## config.mk

```make
export PLATFORM = sky130hd
export DESIGN_NAME = mds_dmask
export DESIGN_NICKNAME = d
export VERILOG_FILES = /design/src/rtl/mds_pkg.sv /design/src/rtl/mds_dmask.sv
export SDC_FILE = /design/constraint.sdc
export NUM_CORES = 1
export LEC_CHECK = 0
export BUFFER_PORTS_ARGS = -buffer_cell sky130_fd_sc_hd__buf_2
export CORE_UTILIZATION = 52
export DETAILED_ROUTE_END_ITERATION = 10
export PLACE_DENSITY = 0.79
export SYNTH_ARGS = -nofsm -noshare
export SYNTH_HDL_FRONTEND = slang
export SYNTH_SLANG_ARGS = --single-unit
```

## constraint.sdc

```tcl
create_clock -name i_clk -period 7.4 [get_ports i_clk]
set_input_delay 1.11 -clock i_clk [delete_from_list [all_inputs] [get_ports i_clk]]
set_output_delay 1.11 -clock i_clk [all_outputs]
set_load 0.005 [all_outputs]
```

## src/rtl/mds_pkg.sv

```systemverilog
// Package for the downslope mask stencil: payload types, register indexes, constants.
package mds_pkg;

    localparam int MAX_WIDTH_DEF = 4096;
    localparam int ELEV_W        = 32;
    localparam int MASK_W        = 8;
    localparam int FW_W          = 13;
    localparam int FH_W          = 16;
    localparam int CFG_IDX_W     = 2;
    localparam int CFG_DATA_W    = 32;
    // compare width for sizes: holds MAX_WIDTH up to 65536 and row count + 1
    localparam int CMP_W         = 17;

    localparam logic [FW_W-1:0]   FRAME_WIDTH_RST  = 13'd4096;
    localparam logic [FH_W-1:0]   FRAME_HEIGHT_RST = 16'd4096;
    localparam logic signed [ELEV_W-1:0] NODATA_RST = -32'sd9999;

    // neighbour direction bits
    localparam logic [MASK_W-1:0] DIR_E  = 8'd1;
    localparam logic [MASK_W-1:0] DIR_SE = 8'd2;
    localparam logic [MASK_W-1:0] DIR_S  = 8'd4;
    localparam logic [MASK_W-1:0] DIR_SW = 8'd8;
    localparam logic [MASK_W-1:0] DIR_W  = 8'd16;
    localparam logic [MASK_W-1:0] DIR_NW = 8'd32;
    localparam logic [MASK_W-1:0] DIR_N  = 8'd64;
    localparam logic [MASK_W-1:0] DIR_NE = 8'd128;

    typedef enum logic [CFG_IDX_W-1:0] {
        CFG_FRAME_WIDTH  = 2'd0,
        CFG_FRAME_HEIGHT = 2'd1,
        CFG_NODATA       = 2'd2
    } t_cfg_idx;

    typedef struct packed {
        logic signed [ELEV_W-1:0] elevation;
        logic [MASK_W-1:0]        prior_mask;
    } t_in_item;

    typedef struct packed {
        logic [MASK_W-1:0] flow_mask;
        logic              end_of_row;
        logic              end_of_frame;
    } t_out_item;

    // position flags of one pixel, taken at acceptance
    typedef struct packed {
        logic emit;
        logic last_col;
        logic last_row;
    } t_pos_flags;

endpackage

```

## src/rtl/mds_dmask.sv

```systemverilog
// 3x3 elevation window, prior delay and the downslope mask compare.
module mds_dmask
    import mds_pkg::*;
(
    input  logic                        i_clk,
    input  logic                        i_rst_n,
    input  logic                        i_adv,
    input  logic signed [ELEV_W-1:0]    i_top,
    input  logic signed [ELEV_W-1:0]    i_mid,
    input  logic signed [ELEV_W-1:0]    i_bot,
    input  logic [MASK_W-1:0]           i_prior,
    input  logic signed [ELEV_W-1:0]    i_nodata,
    output logic [MASK_W-1:0]           o_mask
);

    // r_c1/r_c2: window columns 0 and 1, rows top/mid/bottom
    logic signed [ELEV_W-1:0] r_c1 [3];
    logic signed [ELEV_W-1:0] r_c2 [3];
    logic [MASK_W-1:0]        r_pd0, r_pd1;
    logic signed [ELEV_W-1:0] centre;
    logic [MASK_W-1:0]        mask;

    function automatic logic [MASK_W-1:0] dir_bit(
        input logic signed [ELEV_W-1:0] c,
        input logic signed [ELEV_W-1:0] nb,
        input logic signed [ELEV_W-1:0] nd,
        input logic [MASK_W-1:0]        bitv
    );
        return ((nb != nd) && (c > nb)) ? bitv : '0;
    endfunction

    always_ff @(posedge i_clk) begin
        if (!i_rst_n) begin
            for (int r = 0; r < 3; r++) begin
                r_c1[r] <= '0;
                r_c2[r] <= '0;
            end
            r_pd0 <= '0;
            r_pd1 <= '0;
        end else if (i_adv) begin
            for (int r = 0; r < 3; r++)
                r_c1[r] <= r_c2[r];
            r_c2[0] <= i_top;
            r_c2[1] <= i_mid;
            r_c2[2] <= i_bot;
            r_pd0   <= i_prior;
            r_pd1   <= r_pd0;
        end
    end

    // shifted window: column 0 = r_c1, column 1 = r_c2, column 2 = incoming
    always_comb begin
        centre = r_c2[1];
        mask = dir_bit(centre, i_mid,   i_nodata, DIR_E)
             | dir_bit(centre, i_bot,   i_nodata, DIR_SE)
             | dir_bit(centre, r_c2[2], i_nodata, DIR_S)
             | dir_bit(centre, r_c1[2], i_nodata, DIR_SW)
             | dir_bit(centre, r_c1[1], i_nodata, DIR_W)
             | dir_bit(centre, r_c1[0], i_nodata, DIR_NW)
             | dir_bit(centre, r_c2[0], i_nodata, DIR_N)
             | dir_bit(centre, i_top,   i_nodata, DIR_NE);
        // cell prior is the delay output after this step
        if (r_pd0 == '0)
            o_mask = '0;
        else if (mask != '0)
            o_mask = mask;
        else
            o_mask = r_pd0;
    end

endmodule

```

==> impl_metrics.ini <==
[global_routing]
grt_first_pass_wirelength_mm = 80.96
grt_usage_pct = 32.81
grt_start_max_net_pins = 193
gr-total-overflow = 0
met2_usage_pct = 54.60
gr-usage-met3_pct = 3.813
use_met1_pct = 40.76
busiest_layer = met2
antenna_found_initial = 2
first_global_vias = 13940

[synthesis]
synth-seq-area-share_pct = 34.69
ys.flop_type = edfxtp_1
ys_types = 53
netlist_instances = 1771
synth_top_area_share_pct = 33.75
syn_nets = 2166
yosys-top-cells-area = edfxtp_1 34%, ha_1 19%, xor2_1 11%
yosysTopAreaCell = edfxtp_1
synth_edf_count = 192
synth-seq-cells = 200
synth-async-reset-ratio_pct = 0
ys_warn_count = 0
syn_area_per_cell_um2 = 9.645
syn-cell-area_um2 = 17080

[worst_setup_path]
crit_path_max_incr_delay_ps = 680
crit_type = reg2out
crit_chain = ha_1 -> nand4_1 -> nor4_1 -> a21boi_0 -> o31ai_1 -> nand3_1 -> mux2i_1 -> nand4_1 -> o21ai_1 -> buf_2
crit_family = simple AND/OR/NAND/NOR gates
cp.arrival_ps = 4340
worstPathMaxFanout = 9
critPathBufInv = 1
required_ps = 6290
critPathSlowestCell = edfxtp_1
crit_path_end_kind = output pin
start_kind = register
crit_top_cell = nand4_1

[timing]
min_period_ps = 5453
tightest_slew_ps = 1124
fmax_mhz = 183.4
fin_setup_tns_ps = 0
slew_viol_final = 0
max_slew_margin_pct = 25.06
finClkSkew_ps = 18.26
rsz0062_at_grt = false
fin_crit_sh_pct = 73.69
setup_viol = 0
hold_viol = 0
fin_hold_ws_ps = 550.8

[route]
first_pass_iters = 8
routed_via_density = 6.124
ant_nets = 0
vias = 14200
drc = 0
wl_mm = 55.18
routedWlPerCell_um = 23.81
first_iter_violations = 1370

[clocking]
holdBufCountCts = 0
cts_sinks = 200
tritoncts = built
clk_pin_slew_ps = 90
root_buffer = clkbuf_16
cts.path.max_buffers = 2
cts_buffers = 17
htree_levels = 4
clock_latency_ps = 460
post_cts_buffers = 0
cts_resized = 0

[power]
power_density_nw_per_um2 = 180.0
cellLeakagePower_nw = 9.230
peakVddDrop_mv = 0.1631

[finish]
nets = 2257
finalNonFillerCells = 2318
nFillCells = 2784
area_delta_synth_final_pct = 9.413
drive_gt1_share_pct = 10.25

[floorplan]
rows = 66
core_um2 = 32450
die_x_um = 183.2
die-area_um2 = 33580
ios = 147
start_util_pct = 52.63
fp.dieH_um = 183.2

[outcome]
status = finished, final reports clean

[place]
gp_congestion = 0.9991
dp_hpwl_mm = 42.32
dp.cells = 2285
io_buffers = 146

[flow_run]
maxCapViolCount = 0

[min_path]
min_path_type = reg2reg
-- per-layer routing --
metal,vias to the layer above,share of wire (%)
met5,-,0.011
met4,2,6.3
met2,680,47
met1,6849,40
li1,6510,-
met3,154,7.5
-- state kept, by name (all words and copies together) (netlist names) --
| signal | count |
|---|---|
| r_pd0 | 8 |
| r_c2 | 96 |
| r_c1 | 96 |
-- stage by stage --
stage / utilization, % / area, um^2 / power [mW] / worst slack [ps]
after floorplan: - / 17080 / 2.032 / 825.9
after global placement: 55.70 / 18080 / 2.338 / 2197
after detailed placement: 55.70 / 18080 / 2.375 / 2093
after CTS: 57.57 / 18680 / 3.339 / 2072
after global routing: 57.59 / 18690 / 3.488 / 1908
final: 57.59 / 18690 / 3.365 / 1947
-- where the power goes --
| part | switching [mW] | internal, mW | total [mW] | leakage, nW |
|---|---|---|---|---|
| Clock | 0.524 | 0.460 | 0.985 | 0.291 |
| Combinational | 0.558 | 0.360 | 0.918 | 6.78 |
| Sequential | 0.128 | 1.33 | 1.46 | 2.16 |
| Total | 1.21 | 2.15 | 3.36 | 9.23 |
-- cell usage after synthesis, types with 2 or more instances --
master,number
nor4_1,72
nand4_1,77
xnor2_1,32
nor2_1,17
a21boi_0,2
o41ai_1,2
nand3b_1,2
nand2_1,58
a2111oi_0,2
a221o_1,6
a221oi_1,8
or2_2,4
o211ai_1,12
ha_1,256
a211o_1,5
inv_1,255
a21oi_1,102
and2_0,2
buf_2,32
o21ai_1,8
o31ai_1,2
and4_1,8
nor3_1,7
o21ai_0,21
clkbuf_1,43
a211oi_1,5
a21o_1,25
nand3_1,23
dfxtp_1,8
o21a_1,9
nand2b_1,8
xor2_1,224
and3_1,193
mux2i_1,12
edfxtp_1,192
nor2b_1,15
a21oi_2,2
nor3b_1,5
-- area by class of cell --
class                   instances  area [um^2]  area share (%)
flip-flops and latches        200         5926           31.71
diodes                          2        5.005         0.02678
clock inverters                14        182.7          0.9774
multi-input cells            1239         9869           52.81
inverters                     255        957.2           5.122
repair buffers                149        770.7           4.124
well taps                     442        553.0           2.959
clock buffers                  17        425.4           2.276
-- worst min-delay path: stages, from the launching register on --
cell,delay (ps)
dfxtp_1,330
mux2i_1,120
nor2b_1,60
-- placed cells by master, fill, tap and decap left out, drive strengths merged, types with 12 or more instances in the layout --
cell and instances:
o21ai 30, edfxtp 192, xor2 224, clkbuf 17, nand3 23, and3 193, xnor2 32, nand4 78
ha 256, inv 260, o211ai 12, mux2i 12, nor2b 15, nor4 72, buf 149, a21o 25
nand2 58, a21oi 104, nor2 17
-- kinds of logic after synthesis --
logic type               after synthesis  share of synthesized area (%)
AO/OA/AOI/OAI                        217                          7.896
XOR/XNOR                             256                          13.13
adder cells (fa/ha/maj)              256                          18.75
buffers and inverters                332                          7.574
flip-flops                           200                          34.69
multiplexers                          12                         0.7032
AND/OR/NAND/NOR                      498                          17.26
-- final timing paths --
kind | start | to | slack [ps] | cells past startpoint
worst max-delay path | r_c2[0][45] | o_mask[3] | 1950 | 10
worst min-delay path | r_pd0[4] | r_pd0[4] | 550 | 2
worst max register to register | r_c2[0][45] | r_c1[0][45] | 6160 | 1
worst min register to register | r_pd0[4] | r_pd0[4] | 550 | 2
No activity file was read; power rests on OpenSTA's default activity.
