[config.mk]
export PLATFORM = sky130hd
export DESIGN_NAME = mds_ctrl
export DESIGN_NICKNAME = d
export VERILOG_FILES = /design/src/rtl/mds_pkg.sv /design/src/rtl/mds_ctrl.sv
export SDC_FILE = /design/constraint.sdc
export NUM_CORES = 1
export LEC_CHECK = 0
export ABC_AREA = 1
export BUFFER_PORTS_ARGS = -buffer_cell sky130_fd_sc_hd__buf_4
export CAP_MARGIN = 20
export CORE_ASPECT_RATIO = 0.75
export CORE_UTILIZATION = 56
export CTS_BUF_LIST = sky130_fd_sc_hd__clkbuf_16
export DETAILED_ROUTE_END_ITERATION = 8
export PLACE_DENSITY = 0.84
export SYNTH_ARGS = -nofsm -noshare
export SYNTH_HDL_FRONTEND = slang
export SYNTH_SLANG_ARGS = --single-unit
[constraint.sdc]
create_clock -name i_clk -period 3.81 [get_ports i_clk]
set_clock_uncertainty 0.05 [all_clocks]
set_input_delay 0.5715 -clock i_clk [delete_from_list [all_inputs] [get_ports i_clk]]
set_output_delay 0.5715 -clock i_clk [all_outputs]
set_load 0.02 [all_outputs]
[src/rtl/mds_pkg.sv]
// Package for the downslope mask stencil: payload types, register indexes, constants.
package mds_pkg;

    localparam int MAX_WIDTH_DEF = 4096;
    localparam int ELEV_W        = 32;
    localparam int MASK_W        = 8;
    localparam int FW_W          = 13;
    localparam int FH_W          = 16;
    localparam int CFG_IDX_W     = 2;
    localparam int CFG_DATA_W    = 32;
    // compare width for sizes: holds MAX_WIDTH up to 65536 and row count + 1
    localparam int CMP_W         = 17;

    localparam logic [FW_W-1:0]   FRAME_WIDTH_RST  = 13'd4096;
    localparam logic [FH_W-1:0]   FRAME_HEIGHT_RST = 16'd4096;
    localparam logic signed [ELEV_W-1:0] NODATA_RST = -32'sd9999;

    // neighbour direction bits
    localparam logic [MASK_W-1:0] DIR_E  = 8'd1;
    localparam logic [MASK_W-1:0] DIR_SE = 8'd2;
    localparam logic [MASK_W-1:0] DIR_S  = 8'd4;
    localparam logic [MASK_W-1:0] DIR_SW = 8'd8;
    localparam logic [MASK_W-1:0] DIR_W  = 8'd16;
    localparam logic [MASK_W-1:0] DIR_NW = 8'd32;
    localparam logic [MASK_W-1:0] DIR_N  = 8'd64;
    localparam logic [MASK_W-1:0] DIR_NE = 8'd128;

    typedef enum logic [CFG_IDX_W-1:0] {
        CFG_FRAME_WIDTH  = 2'd0,
        CFG_FRAME_HEIGHT = 2'd1,
        CFG_NODATA       = 2'd2
    } t_cfg_idx;

    typedef struct packed {
        logic signed [ELEV_W-1:0] elevation;
        logic [MASK_W-1:0]        prior_mask;
    } t_in_item;

    typedef struct packed {
        logic [MASK_W-1:0] flow_mask;
        logic              end_of_row;
        logic              end_of_frame;
    } t_out_item;

    // position flags of one pixel, taken at acceptance
    typedef struct packed {
        logic emit;
        logic last_col;
        logic last_row;
    } t_pos_flags;

endpackage

[src/rtl/mds_ctrl.sv]
// Configuration registers and raster position counters.
module mds_ctrl
    import mds_pkg::*;
#(
    parameter int MAX_WIDTH = MAX_WIDTH_DEF,
    parameter int CW        = $clog2(MAX_WIDTH)
) (
    input  logic                        i_clk,
    input  logic                        i_rst_n,
    input  logic                        i_cfg_we,
    input  logic [CFG_IDX_W-1:0]        i_cfg_idx,
    input  logic [CFG_DATA_W-1:0]       i_cfg_data,
    input  logic                        i_acc,
    output logic [CW-1:0]               o_col,
    output t_pos_flags                  o_flags,
    output logic signed [ELEV_W-1:0]    o_nodata
);

    logic [FW_W-1:0]          r_fw;
    logic [FH_W-1:0]          r_fh;
    logic signed [ELEV_W-1:0] r_nodata;
    logic [CW-1:0]            r_col, n_col;
    logic [FH_W-1:0]          r_row, n_row;
    logic [CMP_W-1:0]         w_eff, h_eff;

    always_ff @(posedge i_clk) begin
        if (!i_rst_n) begin
            r_fw     <= FRAME_WIDTH_RST;
            r_fh     <= FRAME_HEIGHT_RST;
            r_nodata <= NODATA_RST;
        end else if (i_cfg_we) begin
            unique case (t_cfg_idx'(i_cfg_idx))
                CFG_FRAME_WIDTH:  r_fw     <= i_cfg_data[FW_W-1:0];
                CFG_FRAME_HEIGHT: r_fh     <= i_cfg_data[FH_W-1:0];
                CFG_NODATA:       r_nodata <= i_cfg_data;
                default: ;
            endcase
        end
    end

    // clamp sizes to the supported range
    always_comb begin
        if (CMP_W'(r_fw) < CMP_W'(3))
            w_eff = CMP_W'(3);
        else if (CMP_W'(r_fw) > CMP_W'(MAX_WIDTH))
            w_eff = CMP_W'(MAX_WIDTH);
        else
            w_eff = CMP_W'(r_fw);
        h_eff = (r_fh < FH_W'(3)) ? CMP_W'(3) : CMP_W'(r_fh);
    end

    always_comb begin
        o_flags.emit     = (r_row >= FH_W'(2)) && (r_col >= CW'(2));
        o_flags.last_col = (CMP_W'(r_col) + CMP_W'(1)) >= w_eff;
        o_flags.last_row = (CMP_W'(r_row) + CMP_W'(1)) >= h_eff;
        n_col = r_col;
        n_row = r_row;
        if (o_flags.last_col) begin
            n_col = '0;
            n_row = o_flags.last_row ? '0 : r_row + FH_W'(1);
        end else begin
            n_col = r_col + CW'(1);
        end
    end

    always_ff @(posedge i_clk) begin
        if (!i_rst_n) begin
            r_col <= '0;
            r_row <= '0;
        end else if (i_acc) begin
            r_col <= n_col;
            r_row <= n_row;
        end
    end

    assign o_col    = r_col;
    assign o_nodata = r_nodata;

endmodule

==> impl_metrics.yaml, run 1 <==
setup_path:
  cp-start-kind: "register"
  path_cells: "ha_1, nand4_2, nor2_1, nand2_1, xor2_1, ha_1, a21oi_1, nor2_1, a211oi_1, nand2_1, nand2_4, nand2_1, buf_4"
  cp_common_cell: "nand2_1"
  critPathCaptureType: "primary output"
  cpMaxStageDelayCell: "dfxtp_1"
  worst_path_dominant_cell_family: "simple AND/OR/NAND/NOR gates"
  crit_buf_inv: 1
  crit_type: "reg -> out"
  crit_arrival_ns: 3.02
  worst_ep_required_time_ns: 3.19
  max_stage_delay_ns: 0.41
  crit_fanout: 17
cts:
  worstSkewPairLatency_ns: 0.34
  cts_buffer_depth: 2
  path_clk_slew_ns: 0.07
  numCtsBuffers: 9
  numClockSinks: 89
  h-tree-depth: 3
  holdBufCountCts: 0
  cts_tree: "yes"
  root_buffer: "clkbuf_16"
floorplanning:
  fp.coreArea_mm2: 0.00813
  num_rows: 28
  die_w_um: 109
  dieArea_mm2: 0.00898
  dieHeight_um: 82.3
  ios: 85
  initial_core_util: 0.593
place:
  place_area_mm2: 0.00548
  dpl.hpwl_um: 9310
  gp_congestion: 0.988
  dpl.cell_count: 846
  portBuffers: 84
power:
  worst_ir_drop_vdd_uv: 377
  leakagePower_uw: 0.00285
  powerDensity_mw_per_mm2: 384
sta:
  finalSetupViolations: 0
  finalHoldViolCount: 0
  fmax_ghz: 0.275
  fin_crit_ns: 3.64
  finalMaxSlewViolations: 0
  whs_ns: 0.372
  fin_setup_tns_ns: 0
  worstMarginPinSlew_ns: 0.934
  maxSlewHeadroom: 0.377
  post-route-period-util: 0.956
drt:
  detail_route.iter0.violations: 328
  routed_wl_um: 12500
  routed_via_density: 5.44
  vias: 4685
  ant_nets: 0
  wire_per_inst_um: 14.5
  dr.pass1.iters: 5
  drcViolationCount: 0
synthesis:
  synth.yosys.seq_area_share: 0.370
  syn_area_mm2: 0.00482
  syn_nets: 751
  synth-seq-cells: 89
  synth_edf_count: 0
  synth_top_cell_area_share: 0.370
  synthCells: 680
  yosysUniqueCellTypes: 36
  synth.avg_cell_area_um2: 7.09
  synth-main-ff-cell: "dfxtp_1"
  ys_warn_count: 0
  async_reset_ff_frac: 0
  synth_top_cell_by_area: "dfxtp_1"
  ys_top_cells_by_area: "dfxtp_1, nand2_1, ha_1"
layout:
  instances_no_fill: 862
  n_antenna_cell: 0
  regArea_mm2: 0.00178
  drive_gt1_frac: 0.170
  fin_area_mm2: 0.00575
  n_fill_cell: 670
  multiInputGateArea_mm2: 0.00261
  syn2layout_area_growth_pct: 19.4
  nets: 823
grt:
  grt_pass1_vias: 4149
  grt_pass1_wl_um: 19900
  grt-ovfl-total: 0
  grt_max_degree: 80
  use_met3: 0.0644
  grt-busiest-layer: "met2"
  antenna_found_initial: 0
  met1_usage: 0.398
  grt_usage: 0.291
  grt_util_met2: 0.455
status:
  status: "complete, no violations"
hold_path:
  hp-class: "in -> reg"
flow_run:
  max-cap-violations: 0
-- synthesized netlist by cell type (2+ instances only) --
| cell type | n |
|---|---|
| buf_2 | 3 |
| inv_1 | 80 |
| nor2_1 | 70 |
| o21a_1 | 3 |
| nand2_4 | 2 |
| nand3_2 | 2 |
| a21oi_1 | 42 |
| nor4_1 | 5 |
| o211ai_1 | 2 |
| a21oi_2 | 9 |
| nand4_1 | 8 |
| o21ai_0 | 39 |
| nor3_1 | 9 |
| xor2_1 | 18 |
| clkbuf_1 | 19 |
| dfxtp_1 | 89 |
| nand2_1 | 167 |
| nand3_1 | 55 |
| nand2_2 | 3 |
| nor3_4 | 2 |
| buf_6 | 3 |
| nor3_2 | 4 |
| ha_1 | 33 |
-- through the flow --
stage / power (uW) / util / setup WS (ns)
global placement: 1380 / 0.674 / 0.722
finish: 2210 / 0.708 / 0.168
global route: 2310 / 0.708 / -0.0590
detailed placement: 1400 / 0.674 / 0.606
floorplan: 1260 / - / 0.854
CTS: 2210 / 0.707 / 0.228
-- worst paths after layout --
kind / from / to / slack [ns] / cells past startpoint
setup / recovery: r_row[1] / o_flags[0] / 0.17 / 13
hold / removal: i_cfg_data[25] / o_nodata[25] / 0.37 / 3
setup reg to reg: r_fw[8] / r_row[4] / 0.84 / 17
hold reg to reg: o_nodata[16] / o_nodata[16] / 0.43 / 2
-- power breakdown --
part           leakage, uW  internal [uW]  switching [uW]
Clock             0.000140            443             378
Sequential        0.000727            974            31.2
Combinational      0.00199            145             236
Total              0.00285           1560             645
-- metal layers --
layer	part of all wire	vias up
li1	-	2338
met1	0.46	2166
met2	0.46	156
met3	0.066	25
met4	0.018	0
met5	0	-
-- cell families after synthesis --
kind of cell    synth area share
simple gates               0.305
buf+inv                   0.0904
xor+xnor                  0.0327
compound gates             0.117
flops                      0.370
fa+ha+maj                 0.0857
-- flip-flops by register name, indices dropped and copies added, names as in the netlist --
register  count
r_row        16
r_fh         16
r_fw         13
o_nodata     32
o_col        12
-- layout make-up --
type,instances,share of cell area
clock buffers,9,0.0392
clock inverters,7,0.00805
inverters,82,0.0535
multi-input cells,483,0.453
flip-flops and latches,89,0.310
well taps,105,0.0228
repair buffers,87,0.114
-- layout by cell type (no fill, tap or decap), types with 9 or more instances in the layout --
| master | n |
|---|---|
| buf_4 | 87 |
| ha_1 | 33 |
| a21oi_2 | 9 |
| nand2_1 | 167 |
| xor2_1 | 18 |
| inv_1 | 81 |
| nor3_1 | 9 |
| nor2_1 | 70 |
| dfxtp_1 | 89 |
| a21oi_1 | 42 |
| nand3_1 | 55 |
| clkbuf_16 | 9 |
| o21ai_0 | 39 |
-- worst register-to-register path: stages (launching register included) --
cell	delay [ns]
dfxtp_1	0.32
nor4_1	0.33
and2_1	0.22
nand2_1	0.06
nand2_1	0.21
nand2_1	0.11
ha_1	0.29
nand2_1	0.06
nor2_1	0.09
nand3_1	0.08
nand2_1	0.09
nand2_1	0.05
nand2_1	0.09
nand2_2	0.07
nand2_4	0.09
nand2_4	0.14
inv_2	0.36
a21oi_1	0.13
-- timing repair --
action	in CTS	in global routing
buffers inserted	0	0
resized for setup	0	1
endpoints found under the setup margin	0	1
(Power assumes the default switching activity.)
==> run 2: changes to the inputs <==
ABC_CLOCK_PERIOD_IN_PS = 3810   (was not set)
BUFFER_PORTS_ARGS = -buffer_cell sky130_fd_sc_hd__buf_2   (was -buffer_cell sky130_fd_sc_hd__buf_4)
==> run 2 against run 1 <==
Critical path depth unchanged. Core utilization is 1.9 points lower. Sequential share of layout area grew 0.84 points. Setup slack improved by 0.067 ns. Power rose by 3.5%. Design area shrank 2.6%. Largest cell class unchanged. Sequential power hardly changed. Highest routed layer unchanged.
==> impl_metrics.yaml, run 2 (synthesized netlist as in run 1, its figures left out) <==
hold_path:
  hold_start: "i_cfg_data[16]"
  hp-class: "in -> reg"
floorplanning:
  num_rows: 28
  dieHeight_um: 82.3
  initial_core_util: 0.593
  ios: 85
  die_w_um: 109
  fp.coreArea_mm2: 0.00813
  dieArea_mm2: 0.00898
sta:
  worstMarginPinSlew_ns: 0.912
  maxSlewHeadroom: 0.391
  fmax_ghz: 0.280
  finalHoldViolCount: 0
  fin_setup_tns_ns: 0
  fin_crit_ns: 3.57
  post-route-period-util: 0.938
  whs_ns: 0.367
  finalMaxSlewViolations: 0
  finalSetupViolations: 0
cts:
  worstSkewPairLatency_ns: 0.35
  cts_buffer_depth: 2
  holdBufCountCts: 0
  cts_tree: "yes"
  numClockSinks: 89
  numCtsBuffers: 9
  root_buffer: "clkbuf_16"
  h-tree-depth: 3
  path_clk_slew_ns: 0.07
layout:
  largest_reg_flops: 32
  final_common_cell: "nand2_1"
  nets: 827
  regArea_mm2: 0.00178
  syn2layout_area_growth_pct: 16.2
  n_antenna_cell: 0
  drive_gt1_frac: 0.176
  multiInputGateArea_mm2: 0.00261
  n_fill_cell: 683
  utilization: 0.689
  final_cell_mix: "nand2_1, dfxtp_1, buf_2, inv_1, nor2_1"
drt:
  ant_nets: 0
  highest_layer: "met4"
  detail_route.iter0.violations: 321
  wire_per_inst_um: 14.4
  routed_wl_um: 12400
  wl_met2_um: 5630
  dr.pass1.iters: 5
  drcViolationCount: 0
  routed_via_density: 5.39
  wirelength_met1_um: 5650
  vias: 4661
  routed-wl-met3_um: 1010
setup_path:
  r2r-start: "r_fw[8]"
  cp_common_cell: "nand2_1"
  startpoint: "r_row[1]"
  cpMaxStageDelayCell: "dfxtp_1"
  cp-start-kind: "register"
  worst_ep_required_time_ns: 3.19
  crit_type: "reg -> out"
  crit_buf_inv: 1
  crit_fanout: 17
  critPathCaptureType: "primary output"
  crit_arrival_ns: 2.95
  worst_path_dominant_cell_family: "simple AND/OR/NAND/NOR gates"
  max_stage_delay_ns: 0.41
  path_cells: "ha_1, nand4_2, nor2_1, nand2_1, xor2_1, ha_1, a21oi_1, nor2_1, a211oi_1, nand2_1, nand2_4, nand2_1, buf_2"
power:
  power_frac_seq: 0.440
  combPwrFrac: 0.158
  p_sw_frac: 0.292
  p_clk_frac: 0.402
  leakagePower_uw: 0.00281
  p_switching_uw: 668
  worst_ir_drop_vdd_uv: 366
  p_int_uw: 1620
  powerDensity_mw_per_mm2: 408
place:
  dpl.hpwl_um: 9060
  portBuffers: 84
  gp_congestion: 0.917
grt:
  antenna_found_initial: 0
  grt_max_degree: 52
  grt_pass1_vias: 4101
  grt_usage: 0.286
  grt-ovfl-total: 0
  grt_pass1_wl_um: 19600
flow_run:
  max-cap-violations: 0
status:
  status: "complete, no violations"
[run 2: cell count changes in the layout (fill, tap and decap cells not counted), sizes merged]
cell and delta:
buf +4, bufinv +1, clkinv -3, inv +1
[run 2: cell type report]
type,count,share of cell area
Multi-Input combinational cell,483,0.465
Sequential cell,89,0.318
Timing Repair Buffer,91,0.0845
Inverter,82,0.0550
Clock buffer,9,0.0402
Tap cell,105,0.0235
Clock inverter,6,0.0134
[run 2: worst paths after layout]
kind,to,slack [ns],cells past startpoint
worst min register to register,o_nodata[25],0.42,2
worst min-delay path,o_nodata[16],0.37,3
worst max-delay path,o_flags[0],0.24,13
worst max register to register,r_row[5],0.76,17
[run 2: worst register-to-register path, stage by stage, from the launching register on]
cell     delay (ns)
dfxtp_1        0.33
nor4_1         0.37
and2_1         0.22
nand2_1        0.06
nand2_1        0.21
nand2_1        0.11
ha_1           0.29
nand2_1        0.07
nor2_1         0.10
nand3_1        0.07
nand2_1        0.09
nand2_1        0.05
nand2_1        0.08
nand2_2        0.06
nand2_4        0.09
nand2_4        0.14
inv_2          0.38
a21oi_1        0.15
[run 2: power groups by stage]
stage	Sequential [uW]	Clock, uW	Combinational, uW
2_1_floorplan	1040	0	221
3_3_place_gp	1020	0	336
3_5_place_dp	1020	0	345
4_1_cts	1000	925	348
5_1_grt	1010	966	404
6_report	1010	920	360
[run 2: per-layer routing]
metal | up-vias | GRT usage
li1 | 2340 | -
met1 | 2104 | 0.392
met2 | 199 | 0.449
met3 | 18 | 0.0754
met4 | 0 | 0.0716
met5 | - | 0
[run 2: what timing repair did]
item                                    CTS  global route
hold endpoints to repair                  0             0
buffers inserted                          0             4
endpoints found under the setup margin    0             1
gates resized for setup                   0             1
[run 2: stage by stage]
stage               setup WS, ns  cells  cell area (um^2)  total power, uW
detailed placement         0.582    846              5270             1370
global placement           0.698    846              5270             1360
CTS                        0.203    861              5570             2280
floorplan                  0.854    680              4820             1260
global route             -0.0420    865              5600             2380
finish                     0.235    865              5600             2290
